$ cat config.mk
export PLATFORM = sky130hd
export DESIGN_NAME = channel_stats_and_sorted_list_unit
export DESIGN_NICKNAME = d
export VERILOG_FILES = /design/src/rtl/cssl_pkg.sv /design/src/rtl/cssl_ram.sv /design/src/rtl/cssl_cmp.sv /design/src/rtl/cssl_stats.sv /design/src/rtl/channel_stats_and_sorted_list_unit.sv
export SDC_FILE = /design/constraint.sdc
export NUM_CORES = 2
export LEC_CHECK = 0
export ABC_AREA = 1
export BUFFER_PORTS_ARGS = -buffer_cell sky130_fd_sc_hd__buf_2
export CAP_MARGIN = 10
export CORE_MARGIN = 3
export CORE_UTILIZATION = 24
export CTS_BUF_LIST = sky130_fd_sc_hd__clkbuf_4 sky130_fd_sc_hd__clkbuf_8
export CTS_CLUSTER_DIAMETER = 50
export DETAILED_ROUTE_END_ITERATION = 10
export GPL_TIMING_DRIVEN = 0
export HOLD_SLACK_MARGIN = 0.08
export SYNTH_ARGS = -nofsm -noshare
export SYNTH_HDL_FRONTEND = slang
export SYNTH_SLANG_ARGS = --single-unit
$ cat constraint.sdc
create_clock -name i_clk -period 17.9 [get_ports i_clk]
set_input_delay 3.58 -clock i_clk [delete_from_list [all_inputs] [get_ports i_clk]]
set_output_delay 3.58 -clock i_clk [all_outputs]
set_load 0.05 [all_outputs]
$ cat src/rtl/cssl_pkg.sv
// Shared types, constants and helpers for the channel statistics and sorted list unit.
// Has no dependencies; cssl_cmp, cssl_stats and the top level import it.
package cssl_pkg;

    localparam int MAX_NETS    = 64;
    localparam int CHANNEL_MAX = 13;

    localparam int STORE_DEPTH = MAX_NETS;
    localparam int STORE_AW    = $clog2(STORE_DEPTH);
    localparam int CNT_W       = $clog2(MAX_NETS + 1);
    localparam int STAT_IW     = (CHANNEL_MAX > 1) ? $clog2(CHANNEL_MAX) : 1;

    localparam logic [3:0]        CH_MAX_V  = 4'(CHANNEL_MAX);
    localparam logic signed [7:0] NO_SIGNAL = -8'sd127;

    typedef enum logic [1:0] {
        OP_CLEAR = 2'd0,
        OP_ADD   = 2'd1,
        OP_SORT  = 2'd2,
        OP_QUERY = 2'd3
    } t_op;

    typedef enum logic [2:0] {
        ST_ACCEPTED = 3'd0,
        ST_BAD_CH   = 3'd1,
        ST_FULL     = 3'd2,
        ST_RECORD   = 3'd3,
        ST_EMPTY    = 3'd4,
        ST_STATS    = 3'd5
    } t_status;

    typedef enum logic [2:0] {
        S_IDLE,
        S_GET_E,
        S_CMP,
        S_PLACE,
        S_EMIT_RD,
        S_EMIT
    } t_state;

    typedef struct packed {
        logic [1:0]        op;
        logic [3:0]        channel;
        logic signed [7:0] rssi;
        logic              is_open;
        logic [7:0]        tag;
    } t_in_item;

    typedef struct packed {
        logic [2:0]        status;
        logic [3:0]        rec_channel;
        logic signed [7:0] rec_rssi;
        logic [7:0]        rec_tag;
        logic              last;
        logic [6:0]        ch_count;
        logic [6:0]        ch_open_count;
        logic signed [7:0] ch_best_rssi;
        logic [6:0]        max_count;
    } t_out_item;

    typedef struct packed {
        logic [3:0]        channel;
        logic signed [7:0] rssi;
        logic [7:0]        tag;
    } t_rec;

    localparam int REC_W = $bits(t_rec);

    typedef struct packed {
        logic               clr;
        logic               add;
        logic [STAT_IW-1:0] idx;
        logic               is_open;
        logic signed [7:0]  rssi;
    } t_stat_upd;

    typedef struct packed {
        logic [CNT_W-1:0]  count;
        logic [CNT_W-1:0]  open_count;
        logic signed [7:0] best;
        logic [CNT_W-1:0]  max_count;
    } t_stat_rd;

    function automatic logic chan_ok(input logic [3:0] ch);
        return (ch != 4'd0) && (ch <= CH_MAX_V);
    endfunction

    function automatic logic [STAT_IW-1:0] stat_idx(input logic [3:0] ch);
        logic [3:0] k;
        k = ch - 4'd1;
        return k[STAT_IW-1:0];
    endfunction

endpackage

$ cat src/rtl/cssl_ram.sv
// Generic simple dual-port RAM: one write port, one read port with registered data.
// No package dependencies.
module cssl_ram #(
    parameter int WIDTH = 8,
    parameter int DEPTH = 16,
    parameter int AW    = (DEPTH > 1) ? $clog2(DEPTH) : 1
) (
    input  logic             i_clk,
    input  logic             i_we,
    input  logic [AW-1:0]    i_waddr,
    input  logic [WIDTH-1:0] i_wdata,
    input  logic [AW-1:0]    i_raddr,
    output logic [WIDTH-1:0] o_rdata
);

    logic [WIDTH-1:0] r_mem [DEPTH];
    logic [WIDTH-1:0] r_rdata;

    always_ff @(posedge i_clk) begin
        if (i_we) begin
            r_mem[i_waddr] <= i_wdata;
        end
        r_rdata <= r_mem[i_raddr];
    end

    assign o_rdata = r_rdata;

endmodule

$ cat src/rtl/cssl_cmp.sv
// Record order compare: true when the stored record must move behind the held one.
// Depends on cssl_pkg for the record type.
module cssl_cmp (
    input  cssl_pkg::t_rec i_stored,
    input  cssl_pkg::t_rec i_held,
    output logic           o_after
);
    import cssl_pkg::*;

    assign o_after = (i_stored.channel > i_held.channel) ||
                     ((i_stored.channel == i_held.channel) && (i_stored.rssi < i_held.rssi));

endmodule

$ cat src/rtl/cssl_stats.sv
// Per-channel statistics registers: network count, open count, best signal, largest count.
// Depends on cssl_pkg for the update and read structs.
module cssl_stats (
    input  logic                 i_clk,
    input  logic                 i_rst_n,
    input  cssl_pkg::t_stat_upd  i_upd,
    output cssl_pkg::t_stat_rd   o_rd
);
    import cssl_pkg::*;

    logic [CNT_W-1:0]  r_cnt  [CHANNEL_MAX];
    logic [CNT_W-1:0]  r_opn  [CHANNEL_MAX];
    logic signed [7:0] r_best [CHANNEL_MAX];
    logic [CNT_W-1:0]  r_max;
    logic [CNT_W-1:0]  cnt_inc;

    assign cnt_inc = r_cnt[i_upd.idx] + CNT_W'(1);

    always_ff @(posedge i_clk) begin
        if (!i_rst_n || i_upd.clr) begin
            for (int k = 0; k < CHANNEL_MAX; k++) begin
                r_cnt[k]  <= '0;
                r_opn[k]  <= '0;
                r_best[k] <= NO_SIGNAL;
            end
            r_max <= CNT_W'(1);
        end else if (i_upd.add) begin
            r_cnt[i_upd.idx] <= cnt_inc;
            if (i_upd.is_open) begin
                r_opn[i_upd.idx] <= r_opn[i_upd.idx] + CNT_W'(1);
            end
            if (i_upd.rssi > r_best[i_upd.idx]) begin
                r_best[i_upd.idx] <= i_upd.rssi;
            end
            if (cnt_inc > r_max) begin
                r_max <= cnt_inc;
            end
        end
    end

    always_comb begin
        o_rd.count      = r_cnt[i_upd.idx];
        o_rd.open_count = r_opn[i_upd.idx];
        o_rd.best       = r_best[i_upd.idx];
        o_rd.max_count  = r_max;
    end

endmodule

$ cat src/rtl/channel_stats_and_sorted_list_unit.sv
// Channel statistics and sorted scan list, top level with the command sequencer.
// Depends on cssl_pkg, cssl_ram, cssl_cmp and cssl_stats.
//
// Add and query each answer through a one-entry output register (clear gives no
// answer), so a new command is taken as soon as that register is free. A sort
// request runs an in-place insertion sort over the record RAM through its single
// read and single write port, paced by the one record compare unit, then reads
// the records out in order, each record leaving as the output register frees.
// The input is stalled for the whole sort and emit run.
module channel_stats_and_sorted_list_unit (
    input  logic                 i_clk,
    input  logic                 i_rst_n,
    input  logic                 i_in_valid,
    output logic                 o_in_stall,
    input  cssl_pkg::t_in_item   i_in_data,
    output logic                 o_out_valid,
    input  logic                 i_out_stall,
    output cssl_pkg::t_out_item  o_out_data
);
    import cssl_pkg::*;

    t_state               r_state, n_state;
    logic [STORE_AW-1:0]  r_i, n_i;
    logic [STORE_AW-1:0]  r_j, n_j;
    t_rec                 r_e, n_e;
    logic [CNT_W-1:0]     r_stored, n_stored;
    logic [CNT_W-1:0]     r_offered, n_offered;
    logic                 r_ovalid, n_ovalid;
    t_out_item            r_odata, n_odata;

    logic                 can_load, acc, ld, after, i_last;
    t_out_item            ld_data;
    logic                 we;
    logic [STORE_AW-1:0]  waddr, raddr;
    t_rec                 wdata, rdata;
    t_stat_upd            upd;
    t_stat_rd             srd;
    t_rec                 in_rec;

    cssl_ram #(
        .WIDTH (REC_W),
        .DEPTH (STORE_DEPTH),
        .AW    (STORE_AW)
    ) u_store (
        .i_clk   (i_clk),
        .i_we    (we),
        .i_waddr (waddr),
        .i_wdata (wdata),
        .i_raddr (raddr),
        .o_rdata (rdata)
    );

    cssl_cmp u_cmp (
        .i_stored (rdata),
        .i_held   (r_e),
        .o_after  (after)
    );

    cssl_stats u_stats (
        .i_clk   (i_clk),
        .i_rst_n (i_rst_n),
        .i_upd   (upd),
        .o_rd    (srd)
    );

    always_ff @(posedge i_clk) begin
        if (!i_rst_n) begin
            r_state   <= S_IDLE;
            r_stored  <= '0;
            r_offered <= '0;
            r_ovalid  <= 1'b0;
        end else begin
            r_state   <= n_state;
            r_stored  <= n_stored;
            r_offered <= n_offered;
            r_ovalid  <= n_ovalid;
        end
        r_i     <= n_i;
        r_j     <= n_j;
        r_e     <= n_e;
        r_odata <= n_odata;
    end

    assign can_load    = !r_ovalid || !i_out_stall;
    assign o_in_stall  = (r_state != S_IDLE) || !can_load;
    assign acc         = i_in_valid && !o_in_stall;
    assign i_last      = ({1'b0, r_i} + CNT_W'(1)) == r_stored;
    assign o_out_valid = r_ovalid;
    assign o_out_data  = r_odata;

    always_comb begin
        in_rec.channel = i_in_data.channel;
        in_rec.rssi    = i_in_data.rssi;
        in_rec.tag     = i_in_data.tag;
    end

    always_comb begin
        n_state   = r_state;
        n_i       = r_i;
        n_j       = r_j;
        n_e       = r_e;
        n_stored  = r_stored;
        n_offered = r_offered;
        we        = 1'b0;
        waddr     = r_j;
        wdata     = r_e;
        raddr     = r_i;
        ld        = 1'b0;
        ld_data   = '0;
        ld_data.last = 1'b1;
        upd.clr     = 1'b0;
        upd.add     = 1'b0;
        upd.idx     = stat_idx(i_in_data.channel);
        upd.is_open = i_in_data.is_open;
        upd.rssi    = i_in_data.rssi;

        case (r_state)
            S_IDLE: begin
                if (acc) begin
                    case (t_op'(i_in_data.op))
                        OP_CLEAR: begin
                            n_stored  = '0;
                            n_offered = '0;
                            upd.clr   = 1'b1;
                        end
                        OP_ADD: begin
                            ld = 1'b1;
                            if (r_offered >= CNT_W'(MAX_NETS)) begin
                                ld_data.status = ST_FULL;
                            end else begin
                                n_offered = r_offered + CNT_W'(1);
                                if (!chan_ok(i_in_data.channel)) begin
                                    ld_data.status = ST_BAD_CH;
                                end else begin
                                    we       = 1'b1;
                                    waddr    = r_stored[STORE_AW-1:0];
                                    wdata    = in_rec;
                                    n_stored = r_stored + CNT_W'(1);
                                    upd.add  = 1'b1;
                                    ld_data.status = ST_ACCEPTED;
                                end
                            end
                        end
                        OP_SORT: begin
                            if (r_stored == '0) begin
                                ld = 1'b1;
                                ld_data.status = ST_EMPTY;
                            end else if (r_stored == CNT_W'(1)) begin
                                n_i     = '0;
                                n_state = S_EMIT_RD;
                            end else begin
                                n_i     = STORE_AW'(1);
                                raddr   = STORE_AW'(1);
                                n_state = S_GET_E;
                            end
                        end
                        OP_QUERY: begin
                            ld = 1'b1;
                            ld_data.status    = ST_STATS;
                            ld_data.max_count = 7'(srd.max_count);
                            if (chan_ok(i_in_data.channel)) begin
                                ld_data.ch_count      = 7'(srd.count);
                                ld_data.ch_open_count = 7'(srd.open_count);
                                ld_data.ch_best_rssi  = srd.best;
                            end else begin
                                ld_data.ch_best_rssi  = NO_SIGNAL;
                            end
                        end
                        default: begin
                            ld = 1'b0;
                        end
                    endcase
                end
            end
            S_GET_E: begin
                n_e     = rdata;
                n_j     = r_i;
                raddr   = r_i - STORE_AW'(1);
                n_state = S_CMP;
            end
            S_CMP: begin
                if (after) begin
                    we    = 1'b1;
                    waddr = r_j;
                    wdata = rdata;
                    n_j   = r_j - STORE_AW'(1);
                    raddr = r_j - STORE_AW'(2);
                    if (r_j == STORE_AW'(1)) begin
                        n_state = S_PLACE;
                    end
                end else begin
                    n_state = S_PLACE;
                end
            end
            S_PLACE: begin
                we    = 1'b1;
                waddr = r_j;
                wdata = r_e;
                if (i_last) begin
                    n_i     = '0;
                    n_state = S_EMIT_RD;
                end else begin
                    n_i     = r_i + STORE_AW'(1);
                    raddr   = r_i + STORE_AW'(1);
                    n_state = S_GET_E;
                end
            end
            S_EMIT_RD: begin
                raddr   = r_i;
                n_state = S_EMIT;
            end
            S_EMIT: begin
                raddr = r_i;
                if (can_load) begin
                    ld = 1'b1;
                    ld_data.status      = ST_RECORD;
                    ld_data.rec_channel = rdata.channel;
                    ld_data.rec_rssi    = rdata.rssi;
                    ld_data.rec_tag     = rdata.tag;
                    ld_data.last        = i_last;
                    if (i_last) begin
                        n_state = S_IDLE;
                    end else begin
                        n_i   = r_i + STORE_AW'(1);
                        raddr = r_i + STORE_AW'(1);
                    end
                end
            end
            default: begin
                n_state = S_IDLE;
            end
        endcase

        n_ovalid = r_ovalid && i_out_stall;
        n_odata  = r_odata;
        if (ld) begin
            n_ovalid = 1'b1;
            n_odata  = ld_data;
        end
    end

endmodule
==> flow_summary_export.csv <==
group,metric,value,unit
critical_path,slowest_stage,"clkbuf_1",
floorplanning,fp.dieW,573.7,um
power_and_ir_drop,p_leak,34.62,nW
critical_path,crit_top_cell,"clkbuf_1",
route,ant_nets,0,
cells_and_area,layout_common_cells,"nand2_1 (1840), edfxtp_1 (1717), nand3_1 (1135)",
critical_path,cp-start-kind,"primary input",
route,wl,242.9,mm
logic_synthesis,synthAdderAreaFrac,0.7118,%
critical_path,r2r_cells,27,
clock_network,cts_buffer_depth,4,
logic_synthesis,ys_ff_latch,1762,
cells_and_area,fill_cells,32990,
cells_and_area,nNetsFinal,7812,
logic_synthesis,synth_top_family_by_area,"simple AND/OR/NAND/NOR gates",
route,firstDrtPassIters,6,
floorplanning,row_count,207,
logic_synthesis,synth_edf_count,1717,
global_routing,antenna_found_initial,14,
clock_network,cts-resized-gates,0,
power_and_ir_drop,vdd_drop_max,0.2004,mV
global_routing,grt_pass1_vias,54240,
route,vias_per_cell,4.629,
clock_network,clk_pin_slew,0.06,ns
logic_synthesis,synthMuxAreaShare,0,%
critical_path,crit_type,"in2reg",
floorplanning,die_y,573.7,um
clock_network,cts_setup_buffers,0,
sta,tightestPinTransition,1.342,ns
sta,final_max_slew_viol_count,0,
clock_network,clkLatencyLatePin,1.07,ns
floorplanning,core,319300,um^2
clock_network,hold_buffers,0,
critical_path,regToRegEndpoint,"u_store.o_rdata[9]",
sta,max_freq,89.38,MHz
job,maxCapViolCount,0,
clock_network,cts.sinks,1762,
placement,globalplace.congestion,0.9384,
critical_path,cp_max_fo,11,
critical_path,critPathArrivalTime,12.13,ns
cells_and_area,area.growth.synth_to_final,18.20,%
sta,min_period,11.19,ns
critical_path,required,18.84,ns
cells_and_area,drive_gt1_share,13.46,%
power_and_ir_drop,power_density,195.3,nW/um^2
hold_path,hold_depth,1,
logic_synthesis,syn_area,77340,um^2
logic_synthesis,syn-num-nets,7315,
logic_synthesis,syn_avg_cell_area,10.68,um^2
critical_path,r2r_setup_slack,11.79,ns
hold_path,hold_path_startpoint,"r_offered[5]",
hold_path,min_delay_worst_endpoint,"r_offered[5]",
logic_synthesis,ys_warn_count,0,
logic_synthesis,syn-instance-count,7244,
clock_network,numCtsBuffers,322,
sta,hold_viol,0,
route,drc,0,
global_routing,grt_first_pass_wirelength,350.4,mm
global_routing,grt_max_degree,52,
power_and_ir_drop,total_power,17.85,mW
critical_path,cp-end-kind,"flip-flop",
sta,fin_tns_setup,0,ns
logic_synthesis,synthXorXnorAreaFrac,0.1699,%
floorplanning,start_util,24.22,%
logic_synthesis,synth-main-ff-cell,"edfxtp_1",
route,vias,56740,
cells_and_area,mostFrequentLayoutCell,"nand2_1",
sta,rsz0062_at_grt,"false",
placement,dp_hpwl,163.1,mm
sta,min_period_over_period,62.50,%
clock_network,h-tree-depth,5,
global_routing,grt_usage,14.17,%
placement,port_buffers,81,
run_status,outcome,"completed",
logic_synthesis,ys_seq_area_share,67.83,%
route,drtIter0Drc,7150,
sta,setup_viol,0,
critical_path,reg2reg_from,"r_i[0]",
clock_network,cts_tree,"built",
logic_synthesis,synthSimpleGateAreaFrac,22.01,%
cells_and_area,register_area,52460,um^2
cells_and_area,multi_input_area,21030,um^2
sta,relSlewSlack,10.30,%
logic_synthesis,synth_compound_area_share,3.726,%
critical_path,slowest_delay,0.69,ns
logic_synthesis,ys_types,59,
floorplanning,io_pins,82,
logic_synthesis,ys_async_sr_fraction,0,%
clock_network,cts_root_buffer,"clkbuf_8",
sta,skew,0.1174,ns
route,wire_per_inst,19.82,um
floorplanning,dieArea,329100,um^2
hold_path,hold_class,"reg2reg",
global_routing,overflow,0,
cells_and_area,final_util,28.63,%
## metal layers
metal | part of all wire (%) | global-route usage (%) | vias to the layer above | routed length [um]
li1 | - | - | 25930 | -
met1 | 40 | 18.11 | 27330 | 96500
met2 | 45 | 22.49 | 2835 | 110200
met3 | 10 | 3.696 | 636 | 25130
met4 | 4.5 | 6.279 | 6 | 10990
met5 | 0.014 | 0 | - | 34
## how the worst max path moves through the flow
stage                              from  cells after the start  slack (ns)                     to
final                     i_in_data[17]                     31        6.71       u_stats.r_max[3]
after global routing      i_in_data[17]                     31        6.36       u_stats.r_max[3]
after CTS                 i_in_data[17]                     27        7.01  u_stats.r_best[13][7]
after detailed placement  i_in_data[17]                     31        5.95       u_stats.r_max[4]
after global placement    i_in_data[17]                     18        4.74   u_store.r_mem[13][9]
after floorplan           i_in_data[17]                     30        9.10       u_stats.r_max[1]
## synth_stat cells (all sizes together), types with 2 or more instances
master / instances / share of area (%)
o221ai: 2 / 0.023
xnor2: 2 / 0.023
o2111ai: 3 / 0.034
nor4: 2 / 0.016
a21boi: 2 / 0.019
xor2: 13 / 0.15
a221oi: 8 / 0.091
o21bai: 3 / 0.029
o21ai: 254 / 1.7
a22o: 8 / 0.091
a31oi: 3 / 0.024
a211oi: 4 / 0.039
o211ai: 6 / 0.058
o311ai: 2 / 0.023
nor2: 622 / 3.1
nand3b: 201 / 2.0
edfxtp: 1717 / 67
nor3: 21 / 0.17
o22ai: 87 / 0.70
buf: 277 / 1.9
o21a: 3 / 0.029
ha: 44 / 0.71
a32o: 3 / 0.039
nor3b: 4 / 0.039
o31ai: 2 / 0.019
nand3: 1158 / 7.5
dfxtp: 45 / 1.2
nand2: 1859 / 9.1
clkbuf: 161 / 0.78
inv: 598 / 2.9
a22oi: 16 / 0.16
nand4: 14 / 0.13
a21oi: 92 / 0.61
or2: 2 / 0.016
## flip-flops by register name, summed over array words and instances (netlist names)
signal           cells
u_stats.r_best     128
r_e                 20
u_stats.r_max        7
u_store.r_mem     1280
r_stored             7
o_out_valid          1
o_out_data          53
u_stats.r_cnt      112
u_stats.r_opn      112
r_j                  6
r_state              3
r_i                  6
r_offered            7
u_store.o_rdata     20
## stage by stage
| step | hold slack (ns) | instance area, um^2 | instances | worst slack (ns) |
|---|---|---|---|---|
| floorplan | 0.4226 | 77340 | 7244 | 9.096 |
| global placement | 0.4437 | 83110 | 11610 | 4.744 |
| detailed placement | 0.4487 | 85310 | 11700 | 5.948 |
| CTS | 0.4640 | 91390 | 12250 | 7.015 |
| global route | 0.4833 | 91400 | 12250 | 6.363 |
| finish | 0.4635 | 91420 | 12260 | 6.712 |
## cell families (layout without fill, tap and decap cells)
family,Yosys count,in the layout
other,0,6
adder cells (fa/ha/maj),44,44
AO/OA/AOI/OAI,503,503
flip-flops,1762,1762
XOR/XNOR,15,15
AND/OR/NAND/NOR,3883,3883
buffers and inverters,1037,1760
## power breakdown
group	internal (mW)	leakage [nW]	switching, mW	total, mW
combinational	2.11	15.2	6.44	8.55
clock	2.03	3.19	1.68	3.71
sequential	5.51	16.2	0.0835	5.59
total	9.64	34.6	8.21	17.9
## critical path, delay by kind of cell
kind / cells / cell delay (ns)
buffers and inverters: 16 / 5.18
and+or+nand+nor: 5 / 0.74
xor gates and xnor gates: 1 / 0.61
AOI/OAI and AO/OA: 6 / 0.99
adders and majority gates: 3 / 0.97
## area by class of cell
cell class              count  share of cell area (%)
diodes                      6                 0.01642
plain buffers             438                   2.239
inverters                 599                   2.460
repair buffers            173                   2.384
flip-flops and latches   1762                   57.39
clock inverters           129                  0.8760
well taps                4284                   5.863
multi-input cells        4445                   23.00
clock buffers             421                   5.770
(Power assumes the default switching activity.)
